===== src/rtl/blg_pkg.sv =====
`timescale 1ns / 1ps

package blg_pkg;

  localparam int unsigned DEF_ADC_BITS  = 10;
  localparam int unsigned DEF_TIME_BITS = 32;

  localparam int unsigned VOLT_W  = 21;
  localparam int unsigned LVL_W   = 7;
  localparam int unsigned MV_W    = 16;
  localparam int unsigned CFG_IDX_W = 2;
  localparam int unsigned CNT_W   = $clog2(VOLT_W);

  localparam logic [VOLT_W-1:0] REF_RST   = VOLT_W'(1125300);
  localparam logic [MV_W-1:0]   EMPTY_RST = MV_W'(2900);
  localparam logic [MV_W-1:0]   HOLD_RST  = MV_W'(1000);

  localparam int unsigned LVL_MAX    = 100;
  // 10 mV per percent: any difference at or above this saturates
  localparam int unsigned CLAMP_DIFF = 1010;
  // x / 10 == (x * 205) >> 11 for x < 1029
  localparam int unsigned RECIP      = 205;

  typedef enum logic [CFG_IDX_W-1:0] {
    CFG_REF   = 2'd0,
    CFG_EMPTY = 2'd1,
    CFG_HOLD  = 2'd2
  } cfg_idx_e;

  typedef enum logic [2:0] {
    S_IDLE,
    S_DECIDE,
    S_DIV,
    S_LEVEL,
    S_FILT,
    S_DONE
  } state_e;

  typedef struct packed {
    logic load;      // input transfer: latch fields
    logic decide;    // hold check, divider setup
    logic div_step;  // one quotient bit
    logic level;     // voltage to percent
    logic filt;      // IIR update
    logic out_load;  // fill output register
  } cmd_t;

  typedef struct packed {
    logic hold;
    logic div_done;
  } sts_t;

  function automatic logic [LVL_W-1:0] div10(input logic [9:0] v);
    logic [17:0] p;
    p = 18'(v) * 18'(RECIP);
    return p[17:11];
  endfunction

endpackage


===== src/rtl/blg_ctrl.sv =====
`timescale 1ns / 1ps

module blg_ctrl (
  input  logic          clk_i,
  input  logic          rst_ni,
  input  logic          in_valid_i,
  output logic          in_stall_o,
  output logic          out_valid_o,
  input  logic          out_stall_i,
  input  blg_pkg::sts_t sts_i,
  output blg_pkg::cmd_t cmd_o
);
  import blg_pkg::*;

  state_e state_q, state_d;
  logic   out_valid_q, out_valid_d;

  always_ff @(posedge clk_i or negedge rst_ni) begin
    if (!rst_ni) begin
      state_q     <= S_IDLE;
      out_valid_q <= 1'b0;
    end else begin
      state_q     <= state_d;
      out_valid_q <= out_valid_d;
    end
  end

  always_comb begin
    state_d = state_q;
    case (state_q)
      S_IDLE:   if (in_valid_i) state_d = S_DECIDE;
      S_DECIDE: state_d = sts_i.hold ? S_DONE : S_DIV;
      S_DIV:    if (sts_i.div_done) state_d = S_LEVEL;
      S_LEVEL:  state_d = S_FILT;
      S_FILT:   state_d = S_DONE;
      S_DONE:   if (!out_valid_q || !out_stall_i) state_d = S_IDLE;
      default:  state_d = S_IDLE;
    endcase
  end

  always_comb begin
    cmd_o          = '0;
    in_stall_o     = 1'b1;
    cmd_o.load     = 1'b0;
    case (state_q)
      S_IDLE: begin
        in_stall_o = 1'b0;
        cmd_o.load = in_valid_i;
      end
      S_DECIDE: cmd_o.decide   = 1'b1;
      S_DIV:    cmd_o.div_step = 1'b1;
      S_LEVEL:  cmd_o.level    = 1'b1;
      S_FILT:   cmd_o.filt     = 1'b1;
      S_DONE:   cmd_o.out_load = !out_valid_q || !out_stall_i;
      default:  cmd_o = '0;
    endcase
  end

  always_comb begin
    if (cmd_o.out_load) begin
      out_valid_d = 1'b1;
    end else if (!out_stall_i) begin
      out_valid_d = 1'b0;
    end else begin
      out_valid_d = out_valid_q;
    end
  end

  assign out_valid_o = out_valid_q;

endmodule


===== src/rtl/blg_dp.sv =====
`timescale 1ns / 1ps

module blg_dp #(
  parameter int unsigned ADC_BITS  = blg_pkg::DEF_ADC_BITS,
  parameter int unsigned TIME_BITS = blg_pkg::DEF_TIME_BITS
) (
  input  logic                                clk_i,
  input  logic                                rst_ni,
  input  blg_pkg::cmd_t                       cmd_i,
  output blg_pkg::sts_t                       sts_o,
  input  logic                                cfg_we_i,
  input  logic [blg_pkg::CFG_IDX_W-1:0]       cfg_idx_i,
  input  logic [blg_pkg::VOLT_W-1:0]          cfg_data_i,
  input  logic [TIME_BITS-1:0]                now_ms_i,
  input  logic [ADC_BITS-1:0]                 adc_raw_i,
  output logic [blg_pkg::LVL_W-1:0]           level_pct_o,
  output logic [blg_pkg::VOLT_W-1:0]          voltage_mv_o,
  output logic                                sampled_o
);
  import blg_pkg::*;

  // configuration
  logic [VOLT_W-1:0] ref_q;
  logic [MV_W-1:0]   empty_q;
  logic [MV_W-1:0]   hold_q;

  // kept state
  logic [LVL_W-1:0]     level_q, level_d;
  logic [TIME_BITS-1:0] last_time_q;
  logic [VOLT_W-1:0]    last_volt_q;

  // working registers
  logic [TIME_BITS-1:0] now_q;
  logic [ADC_BITS-1:0]  raw_q;
  logic [ADC_BITS-1:0]  rem_q, rem_d;
  logic [VOLT_W-1:0]    quo_q, quo_d;
  logic [CNT_W-1:0]     cnt_q;
  logic [LVL_W-1:0]     meas_q, meas_d;
  logic                 sampled_q;

  logic [LVL_W-1:0]     lvl_out_q;
  logic [VOLT_W-1:0]    volt_out_q;
  logic                 smp_out_q;

  logic [TIME_BITS-1:0] elapsed;
  logic [ADC_BITS:0]    trial;
  logic                 ge;
  logic [VOLT_W-1:0]    diff;
  logic [LVL_W-1:0]     prev;
  logic [9:0]           sum;

  always_ff @(posedge clk_i or negedge rst_ni) begin
    if (!rst_ni) begin
      ref_q   <= REF_RST;
      empty_q <= EMPTY_RST;
      hold_q  <= HOLD_RST;
    end else if (cfg_we_i) begin
      case (cfg_idx_i)
        CFG_REF:   ref_q   <= cfg_data_i;
        CFG_EMPTY: empty_q <= cfg_data_i[MV_W-1:0];
        CFG_HOLD:  hold_q  <= cfg_data_i[MV_W-1:0];
        default:   ;
      endcase
    end
  end

  assign elapsed    = now_q - last_time_q;
  assign sts_o.hold = (level_q != '0) && (elapsed < TIME_BITS'(hold_q));

  // restoring divider, one quotient bit per cycle
  assign trial = {rem_q, quo_q[VOLT_W-1]};
  assign ge    = trial >= {1'b0, raw_q};
  always_comb begin
    rem_d = ge ? ADC_BITS'(trial - {1'b0, raw_q}) : trial[ADC_BITS-1:0];
    quo_d = {quo_q[VOLT_W-2:0], ge};
  end
  assign sts_o.div_done = cnt_q == CNT_W'(VOLT_W - 1);

  assign diff = quo_q - VOLT_W'(empty_q);
  always_comb begin
    if (quo_q <= VOLT_W'(empty_q)) begin
      meas_d = '0;
    end else if (diff >= VOLT_W'(CLAMP_DIFF)) begin
      meas_d = LVL_W'(LVL_MAX);
    end else begin
      meas_d = div10(diff[9:0]);
    end
  end

  // zero kept level: filter starts from the new measurement
  assign prev    = (level_q == '0) ? meas_q : level_q;
  assign sum     = 10'({prev, 3'b000}) + 10'(prev) + 10'(meas_q);
  assign level_d = div10(sum);

  always_ff @(posedge clk_i or negedge rst_ni) begin
    if (!rst_ni) begin
      level_q     <= '0;
      last_time_q <= '0;
      last_volt_q <= '0;
    end else begin
      if (cmd_i.decide && !sts_o.hold) last_time_q <= now_q;
      if (cmd_i.level) last_volt_q <= quo_q;
      if (cmd_i.filt)  level_q     <= level_d;
    end
  end

  always_ff @(posedge clk_i) begin
    if (cmd_i.load) begin
      now_q <= now_ms_i;
      raw_q <= (adc_raw_i == '0) ? ADC_BITS'(1) : adc_raw_i;
    end
    if (cmd_i.decide) begin
      sampled_q <= !sts_o.hold;
      rem_q     <= '0;
      quo_q     <= ref_q;
      cnt_q     <= '0;
    end else if (cmd_i.div_step) begin
      rem_q <= rem_d;
      quo_q <= quo_d;
      cnt_q <= cnt_q + CNT_W'(1);
    end
    if (cmd_i.level) meas_q <= meas_d;
    if (cmd_i.out_load) begin
      lvl_out_q  <= level_q;
      volt_out_q <= last_volt_q;
      smp_out_q  <= sampled_q;
    end
  end

  assign level_pct_o  = lvl_out_q;
  assign voltage_mv_o = volt_out_q;
  assign sampled_o    = smp_out_q;

endmodule


===== src/rtl/battery_level_gauge_top.sv =====
`timescale 1ns / 1ps
// channel | valid       | stall       | payload
// --------+-------------+-------------+-----------------------------------
// input   | in_valid_i  | in_stall_o  | now_ms_i, adc_raw_i
// output  | out_valid_o | out_stall_i | level_pct_o, voltage_mv_o, sampled_o
//
// One item at a time. A held (cached) item goes from decide straight to done; a
// sampled item also passes the divide, level and filter states; the restoring
// divider produces the 21-bit voltage one quotient bit per cycle.
// Reset restores the register defaults and clears level, sample time and voltage.
// A finished result sits in the output register; a new input is taken while it
// waits, and a second result behind it waits, input stalled, until the first leaves.

module battery_level_gauge_top #(
  parameter int unsigned ADC_BITS  = blg_pkg::DEF_ADC_BITS,
  parameter int unsigned TIME_BITS = blg_pkg::DEF_TIME_BITS
) (
  input  logic                          clk_i,
  input  logic                          rst_ni,
  input  logic                          cfg_we_i,
  input  logic [blg_pkg::CFG_IDX_W-1:0] cfg_idx_i,
  input  logic [blg_pkg::VOLT_W-1:0]    cfg_data_i,
  input  logic                          in_valid_i,
  output logic                          in_stall_o,
  input  logic [TIME_BITS-1:0]          now_ms_i,
  input  logic [ADC_BITS-1:0]           adc_raw_i,
  output logic                          out_valid_o,
  input  logic                          out_stall_i,
  output logic [blg_pkg::LVL_W-1:0]     level_pct_o,
  output logic [blg_pkg::VOLT_W-1:0]    voltage_mv_o,
  output logic                          sampled_o
);
  import blg_pkg::*;

  cmd_t cmd;
  sts_t sts;

  blg_ctrl u_ctrl (
    .clk_i       (clk_i),
    .rst_ni      (rst_ni),
    .in_valid_i  (in_valid_i),
    .in_stall_o  (in_stall_o),
    .out_valid_o (out_valid_o),
    .out_stall_i (out_stall_i),
    .sts_i       (sts),
    .cmd_o       (cmd)
  );

  blg_dp #(
    .ADC_BITS  (ADC_BITS),
    .TIME_BITS (TIME_BITS)
  ) u_dp (
    .clk_i        (clk_i),
    .rst_ni       (rst_ni),
    .cmd_i        (cmd),
    .sts_o        (sts),
    .cfg_we_i     (cfg_we_i),
    .cfg_idx_i    (cfg_idx_i),
    .cfg_data_i   (cfg_data_i),
    .now_ms_i     (now_ms_i),
    .adc_raw_i    (adc_raw_i),
    .level_pct_o  (level_pct_o),
    .voltage_mv_o (voltage_mv_o),
    .sampled_o    (sampled_o)
  );

endmodule


===== config.mk =====
export PLATFORM = sky130hd
export DESIGN_NAME = battery_level_gauge_top
export DESIGN_NICKNAME = d
export VERILOG_FILES = /design/src/rtl/blg_pkg.sv /design/src/rtl/blg_ctrl.sv /design/src/rtl/blg_dp.sv /design/src/rtl/battery_level_gauge_top.sv
export SDC_FILE = /design/constraint.sdc
export NUM_CORES = 1
export LEC_CHECK = 0
export BUFFER_PORTS_ARGS = -buffer_cell sky130_fd_sc_hd__buf_2
export CAP_MARGIN = 10
export CORE_MARGIN = 5
export CORE_UTILIZATION = 62
export CTS_CLUSTER_DIAMETER = 30
export DETAILED_ROUTE_END_ITERATION = 10
export HOLD_SLACK_MARGIN = 0.06
export MAX_ROUTING_LAYER = met4
export PLACE_DENSITY_LB_ADDON = 0.1
export SYNTH_ARGS = -nofsm -noshare
export SYNTH_HDL_FRONTEND = slang
export SYNTH_HIERARCHICAL = 1
export SYNTH_SLANG_ARGS = --single-unit

===== constraint.sdc =====
create_clock -name clk_i -period 8.1 [get_ports clk_i]
set_input_delay 0 -clock clk_i [delete_from_list [all_inputs] [get_ports clk_i]]
set_output_delay 0 -clock clk_i [all_outputs]
set_load 0.01 [all_outputs]

; Yosys cells after proc, flatten, opt, wreduce, memory -nomap -nowiden
; Index checks and enable logic that the tools add are counted.
[op_classes]
n_addsub = 6
n_mul = 2
magnitude_cmp = 4
n_eq_ne = 12
n_mux = 19
n_reduce_logical = 17
[op_table]
columns = op, count
row1 = $mux W21, 2
row2 = $mul A10 B8 Y18 const B, 2
row3 = $lt A32 B16 Y1, 1
row4 = $sub A32 B32 Y32, 1
row5 = $ge A21 B10 Y1 const B, 1
row6 = $le A21 B16 Y1, 1
row7 = $sub A21 B16 Y21, 1
row8 = $add A10 B7 Y10, 2
row9 = $pmux W3 S6, 1
row10 = $mux W7, 2
row11 = $mux W3, 4
row12 = $ge A11 B10 Y1, 1
row13 = $logic_not A10 Y1, 1
row14 = $mux W10, 1
row15 = $sub A10 B10 Y10, 1
row16 = $mux W1, 9
row17 = $logic_not A7 Y1, 1
row18 = $reduce_bool A7 Y1, 1
row19 = $eq A3 B2 Y1 const B, 2
row20 = $eq A3 B3 Y1 const B, 2
row21 = $reduce_and A2 Y1, 3
row22 = $add A5 B1 Y5 const B, 1
row23 = $eq A5 B5 Y1 const B, 1
row24 = $ne A2 B1 Y1 const B, 2
row25 = other kinds (12), 16
[word_totals]
register_bits = 232
output_inout_bits = 31
elab_cells = 79

; Longest topological paths before layout
[logic_depth]
word_depth = 5
mapped_depth = 32
depth_no_buf = 31

; By module
; The synthesis kept the hierarchy.
[modules_own_cells]
columns = mod, n_inst, cells_per_inst, area_per_inst_um2, seq_area_each_um2
row1 = blg_dp, 1, 1367, 15328.5, 6158.4
row2 = blg_ctrl, 1, 29, 247.7, 100.1

; Worst setup path after synthesis
; OpenSTA, ideal clock, no wires.
[synth_path]
kind = register to register
start = register u_dp.level_q[4]
end = register u_dp.level_q[3]
arrival_ns = 6.334
required_ns = 7.975
path_slack_ns = 1.641
stages_incl_launch_ff = 33
path_buffers = 1
cell_sequence = dfrtp_1 -> nor4_1 -> and3b_1 -> clkbuf_1 -> a21o_1 -> inv_1 -> fa_1 -> inv_1 -> ha_1 -> a21oi_1 -> nor2_1 -> nor2_1 -> o21bai_1 -> a21oi_1 -> inv_1 -> a21oi_1 -> nor2_1 -> xnor2_1 -> ha_1 -> fa_1 -> inv_1 -> fa_1 -> inv_1 -> ha_1 -> ha_1 -> and2_1 -> o21ai_0 -> o31a_1 -> nor2b_1 -> nor2b_1 -> nor2_1 -> xnor2_1 -> mux2_2
[synth_via]
elab_chain_cells = 5
[synth_lines]
columns = element, line
row1 = "start, declared", blg_dp.sv:28  ; logic [LVL_W-1:0] level_q, level_d;
row2 = "start signal, assigned", blg_dp.sv:103  ; if (cmd_i.filt) level_q <= level_d;
row3 = $logic_not A7 Y1, blg_dp.sv:91  ; assign prev = (level_q == '0) ? meas_q : level_q;
row4 = $mux W7 *, blg_dp.sv:91
row5 = $add A10 B7 Y10 * (2 in series), blg_dp.sv:92  ; assign sum = 10'({prev, 3'b000}) + 10'(prev) + 10'(meas_q);
row6 = $mul A10 B8 Y18 *, blg_pkg.sv:55  ; p = 18'(v) * 18'(RECIP);
; Mark *: on every way between the ends. The rest lies on a longest branch, timed or not.
; A chain may end at the register's enable or synchronous reset.

; Worst setup path after layout
[layout_path]
start = register u_dp.level_q[4]
end = register u_dp.level_q[6]
; The elaborated chain is that of the path after synthesis.

==> run_results.csv <==
group,metric,value,unit
sta,finClkSkew,0.0257,ns
clocking,cts_setup_buffers,0,
critical_path,reg2reg_depth,25,
route,drc,0,
place,numPortBuffers,100,
synth,netlist_instances,1396,
sta,hold_slack,0.123,ns
critical_path,slowest_delay,0.61,ns
sta,setup_viol,0,
route,post_drt_wl_per_cell,17.3,µm
clocking,clk_path_buf_depth,3,
critical_path,crit_cells,25,
critical_path,start_kind,"flip-flop",
synth,synth_top_area_share,19.3,%
critical_path,cpMostUsedCell,"a21oi_1",
place,place.gp.congestion,0.902,
global_route,grtUsageTotal,25.1,%
clocking,cts_hold_buf,68,
die,core_area,0.0250,mm²
synth,synth_area_leader_cell,"edfxtp_1",
route,first_iter_violations,631,
critical_path,crit_buf_inv,4,
synth,avgSynthCellArea,11.2,µm²
critical_path,r2r_start,"u_dp/level_q[4]$_DFFE_PN0P_",
synth,yosys-top-cells-area,"edfxtp_1 (19%), dfrtp_1 (15%), ha_1 (15%), mux2_2 (7.3%), fa_1 (5.3%)",
place,pre_cts_ws,1.14,ns
synth,synth_edf_count,100,
final_layout,n_fill_cell,1674,
clocking,cts_root_buffer,"clkbuf_16",
critical_path,critPathArrivalTime,7.32,ns
route,dr_wl_met2,16.5,mm
sta,fmaxAchievable,144,MHz
clocking,post_cts_resized,0,
route,wl_met3,1.36,mm
hold_path,hold_depth,4,
clocking,cts_max_level,2,
die,die_area,0.0284,mm²
sta,fin_setup_tns,0,ns
critical_path,cp_top_family,"adder cells",
synth,ys.warnings.count,6,
clocking,cts_buffers,50,
route,dr.pass1.iters,5,
die,die_w,169,µm
global_route,grt_antenna_before_repair,2,
critical_path,crit_path_end_kind,"flip-flop",
route,antenna_left,0,
synth,synth_seq_cells,232,
place,hpwl,23.9,mm
route,via_per_inst,5.66,
clocking,cts.sinks,232,
sta,period_share,85.7,%
route,wl_met1,15.1,mm
global_route,grt_pass1_vias,11539,
critical_path,r2r_end,"u_dp/level_q[6]$_DFFE_PN0P_",
synth,syn_nets,1691,
sta,setup_ws,1.15,ns
sta,period_needed,6.95,ns
synth,ys_types,81,
die,io_pins,101,
die,dieHeight,169,µm
global_route,grt_first_pass_wirelength,57.3,mm
route,top_layer,"met4",
sta,hold_viol_final,0,
final_layout,drive_above_1_share,23.3,%
sta,relSlewSlack,32.5,%
die,initial_core_util,62.4,%
route,dr_total_vias,11039,
sta,grt_setup_unrepaired,"no",
critical_path,crit_fanout,7,
sta,worst_pin_slew,1.01,ns
global_route,grt_max_degree,77,
critical_path,cpMaxStageDelayCell,"a2111oi_0",
critical_path,endpoint,"u_dp/level_q[6]$_DFFE_PN0P_",
final_layout,area_growth,20.7,%
hold_path,hold_class,"in -> reg",
clocking,cts.reportedPaths.clkPinSlew,0.05,ns
route,wl,33.7,mm
critical_path,r2r_setup_slack,1.15,ns
status,outcome,"completed",
synth,syn_area,0.0156,mm²
synth,yosysSeqAreaShare,40.2,%
die,row_count,58,
critical_path,worstSetupPathType,"reg -> reg",
synth,synth_ff_type,"edfxtp_1",
sta,report.final.slew_viol_count,0,
flow_run,cap_violations,0,
synth,async_flop_share,50.4,%
final_layout,finalNetCount,1873,
clocking,insertion_delay,0.55,ns
clocking,cts_tree,"built",
global_route,overflow,0,
critical_path,cp-startpoint,"u_dp/level_q[4]$_DFFE_PN0P_",
critical_path,cp.required,8.48,ns
-- flip-flops by register name (all words and copies together) (netlist names) --
| signal | count |
|---|---|
| u_ctrl/out_valid_o | 1 |
| u_ctrl/state_q | 3 |
| u_dp/cnt_q | 5 |
| u_dp/empty_q | 16 |
| u_dp/hold_q | 16 |
| u_dp/last_time_q | 32 |
| u_dp/last_volt_q | 21 |
| u_dp/level_pct_o | 7 |
| u_dp/level_q | 7 |
| u_dp/meas_q | 7 |
| u_dp/now_q | 32 |
| u_dp/quo_q | 21 |
| u_dp/raw_q | 10 |
| u_dp/ref_q | 21 |
| u_dp/rem_q | 10 |
| u_dp/sampled_o | 1 |
| u_dp/sampled_q | 1 |
| u_dp/voltage_mv_o | 21 |
-- stage by stage --
step	cell area (µm²)	utilization [%]	cells
2_1_floorplan	15600	-	1396
3_3_place_gp	16300	65.4	1787
3_5_place_dp	16300	65.4	1787
4_1_cts	18800	75.2	1949
5_1_grt	18800	75.3	1952
6_report	18800	75.3	1952
-- cell type report --
class | count | area, µm² | share of cell area, %
antenna | 2 | 5.00 | 0.0266
clock buffer | 61 | 1320 | 7.03
clock inverter | 33 | 440 | 2.34
inverter | 172 | 646 | 3.43
multi-input combinational | 947 | 8460 | 45.0
sequential | 232 | 6260 | 33.3
tap | 330 | 413 | 2.20
timing repair buffer | 175 | 1260 | 6.69
-- cell usage in the layout (no fill, tap or decap), types with 15 or more instances in the layout --
master and count:
nand4_1 15, a211oi_1 17, xnor2_1 38, a21oi_1 79
dfrtp_1 95, nor2_1 74, inv_1 172, nand2_1 54
a21o_1 26, dfxtp_1 15, xor2_1 29, mux2_2 101
o21ai_0 42, ha_1 184, mux2_4 30, buf_2 99
clkbuf_16 50, dfstp_2 22, fa_1 41, edfxtp_1 100
dlygate4sd3_1 67
-- worst min-delay path: stages --
cell,delay [ns]
buf_2,0.10
nor3b_2,0.05
buf_4,0.23
mux2_2,0.26
-- worst min-delay path by stage --
stage	slack, ns	start	to
floorplan	-0.30	rst_ni	u_ctrl/out_valid_o$_DFFE_PN0P_
finish	0.12	cfg_idx_i[0]	u_dp/ref_q[4]$_DFFE_PN1P_
global placement	0.02	rst_ni	u_dp/last_time_q[1]$_DFFE_PN0P_
global route	0.14	now_ms_i[6]	u_dp/now_q[6]$_DFFE_PP_
CTS	0.10	cfg_idx_i[1]	u_dp/ref_q[1]$_DFFE_PN0P_
detailed placement	0.03	rst_ni	u_dp/last_time_q[2]$_DFFE_PN0P_
-- cells in the mapped netlist, drive strengths merged, types with 3 or more instances --
master / number
ha: 184
inv: 172
mux2: 131
edfxtp: 100
dfrtp: 95
a21oi: 82
nor2: 78
nand2: 54
o21ai: 44
fa: 41
xnor2: 38
clkbuf: 35
xor2: 29
a21o: 26
dfstp: 22
a211oi: 17
nor3: 17
dfxtp: 15
nand4: 15
nand3: 14
o21a: 13
and2: 11
mux2i: 11
o211ai: 11
buf: 10
nand2b: 9
nor2b: 9
nor4: 9
a31oi: 8
and3: 8
o21bai: 8
or2: 7
a211o: 6
a221oi: 5
and4: 5
o2111ai: 5
a21boi: 4
a31o: 4
o31ai: 4
a2111oi: 3
nand3b: 3
nand4b: 3
o31a: 3
-- layer usage --
metal	global-route usage, %	vias up
li1	-	5361
met1	32.4	5375
met2	41.7	241
met3	3.97	62
met4	6.99	0
met5	-	-
-- cells by family (layout without fill, tap and decap cells) --
| logic type | Yosys count | count (layout) | synth area share (%) |
|---|---|---|---|
| multiplexers | 142 | 142 | 10.9 |
| AO/OA/AOI/OAI | 260 | 260 | 11.2 |
| XOR/XNOR | 67 | 67 | 3.77 |
| flip-flops | 232 | 232 | 40.2 |
| buffers and inverters | 217 | 441 | 5.68 |
| AND/OR/NAND/NOR | 253 | 253 | 8.24 |
| adder cells (fa/ha/maj) | 225 | 225 | 20.0 |
| other | 0 | 2 | 0 |
Power is left out: the tool's default activity adds up to more than one toggle a clock period on the data nets, which glitch-free logic cannot reach.
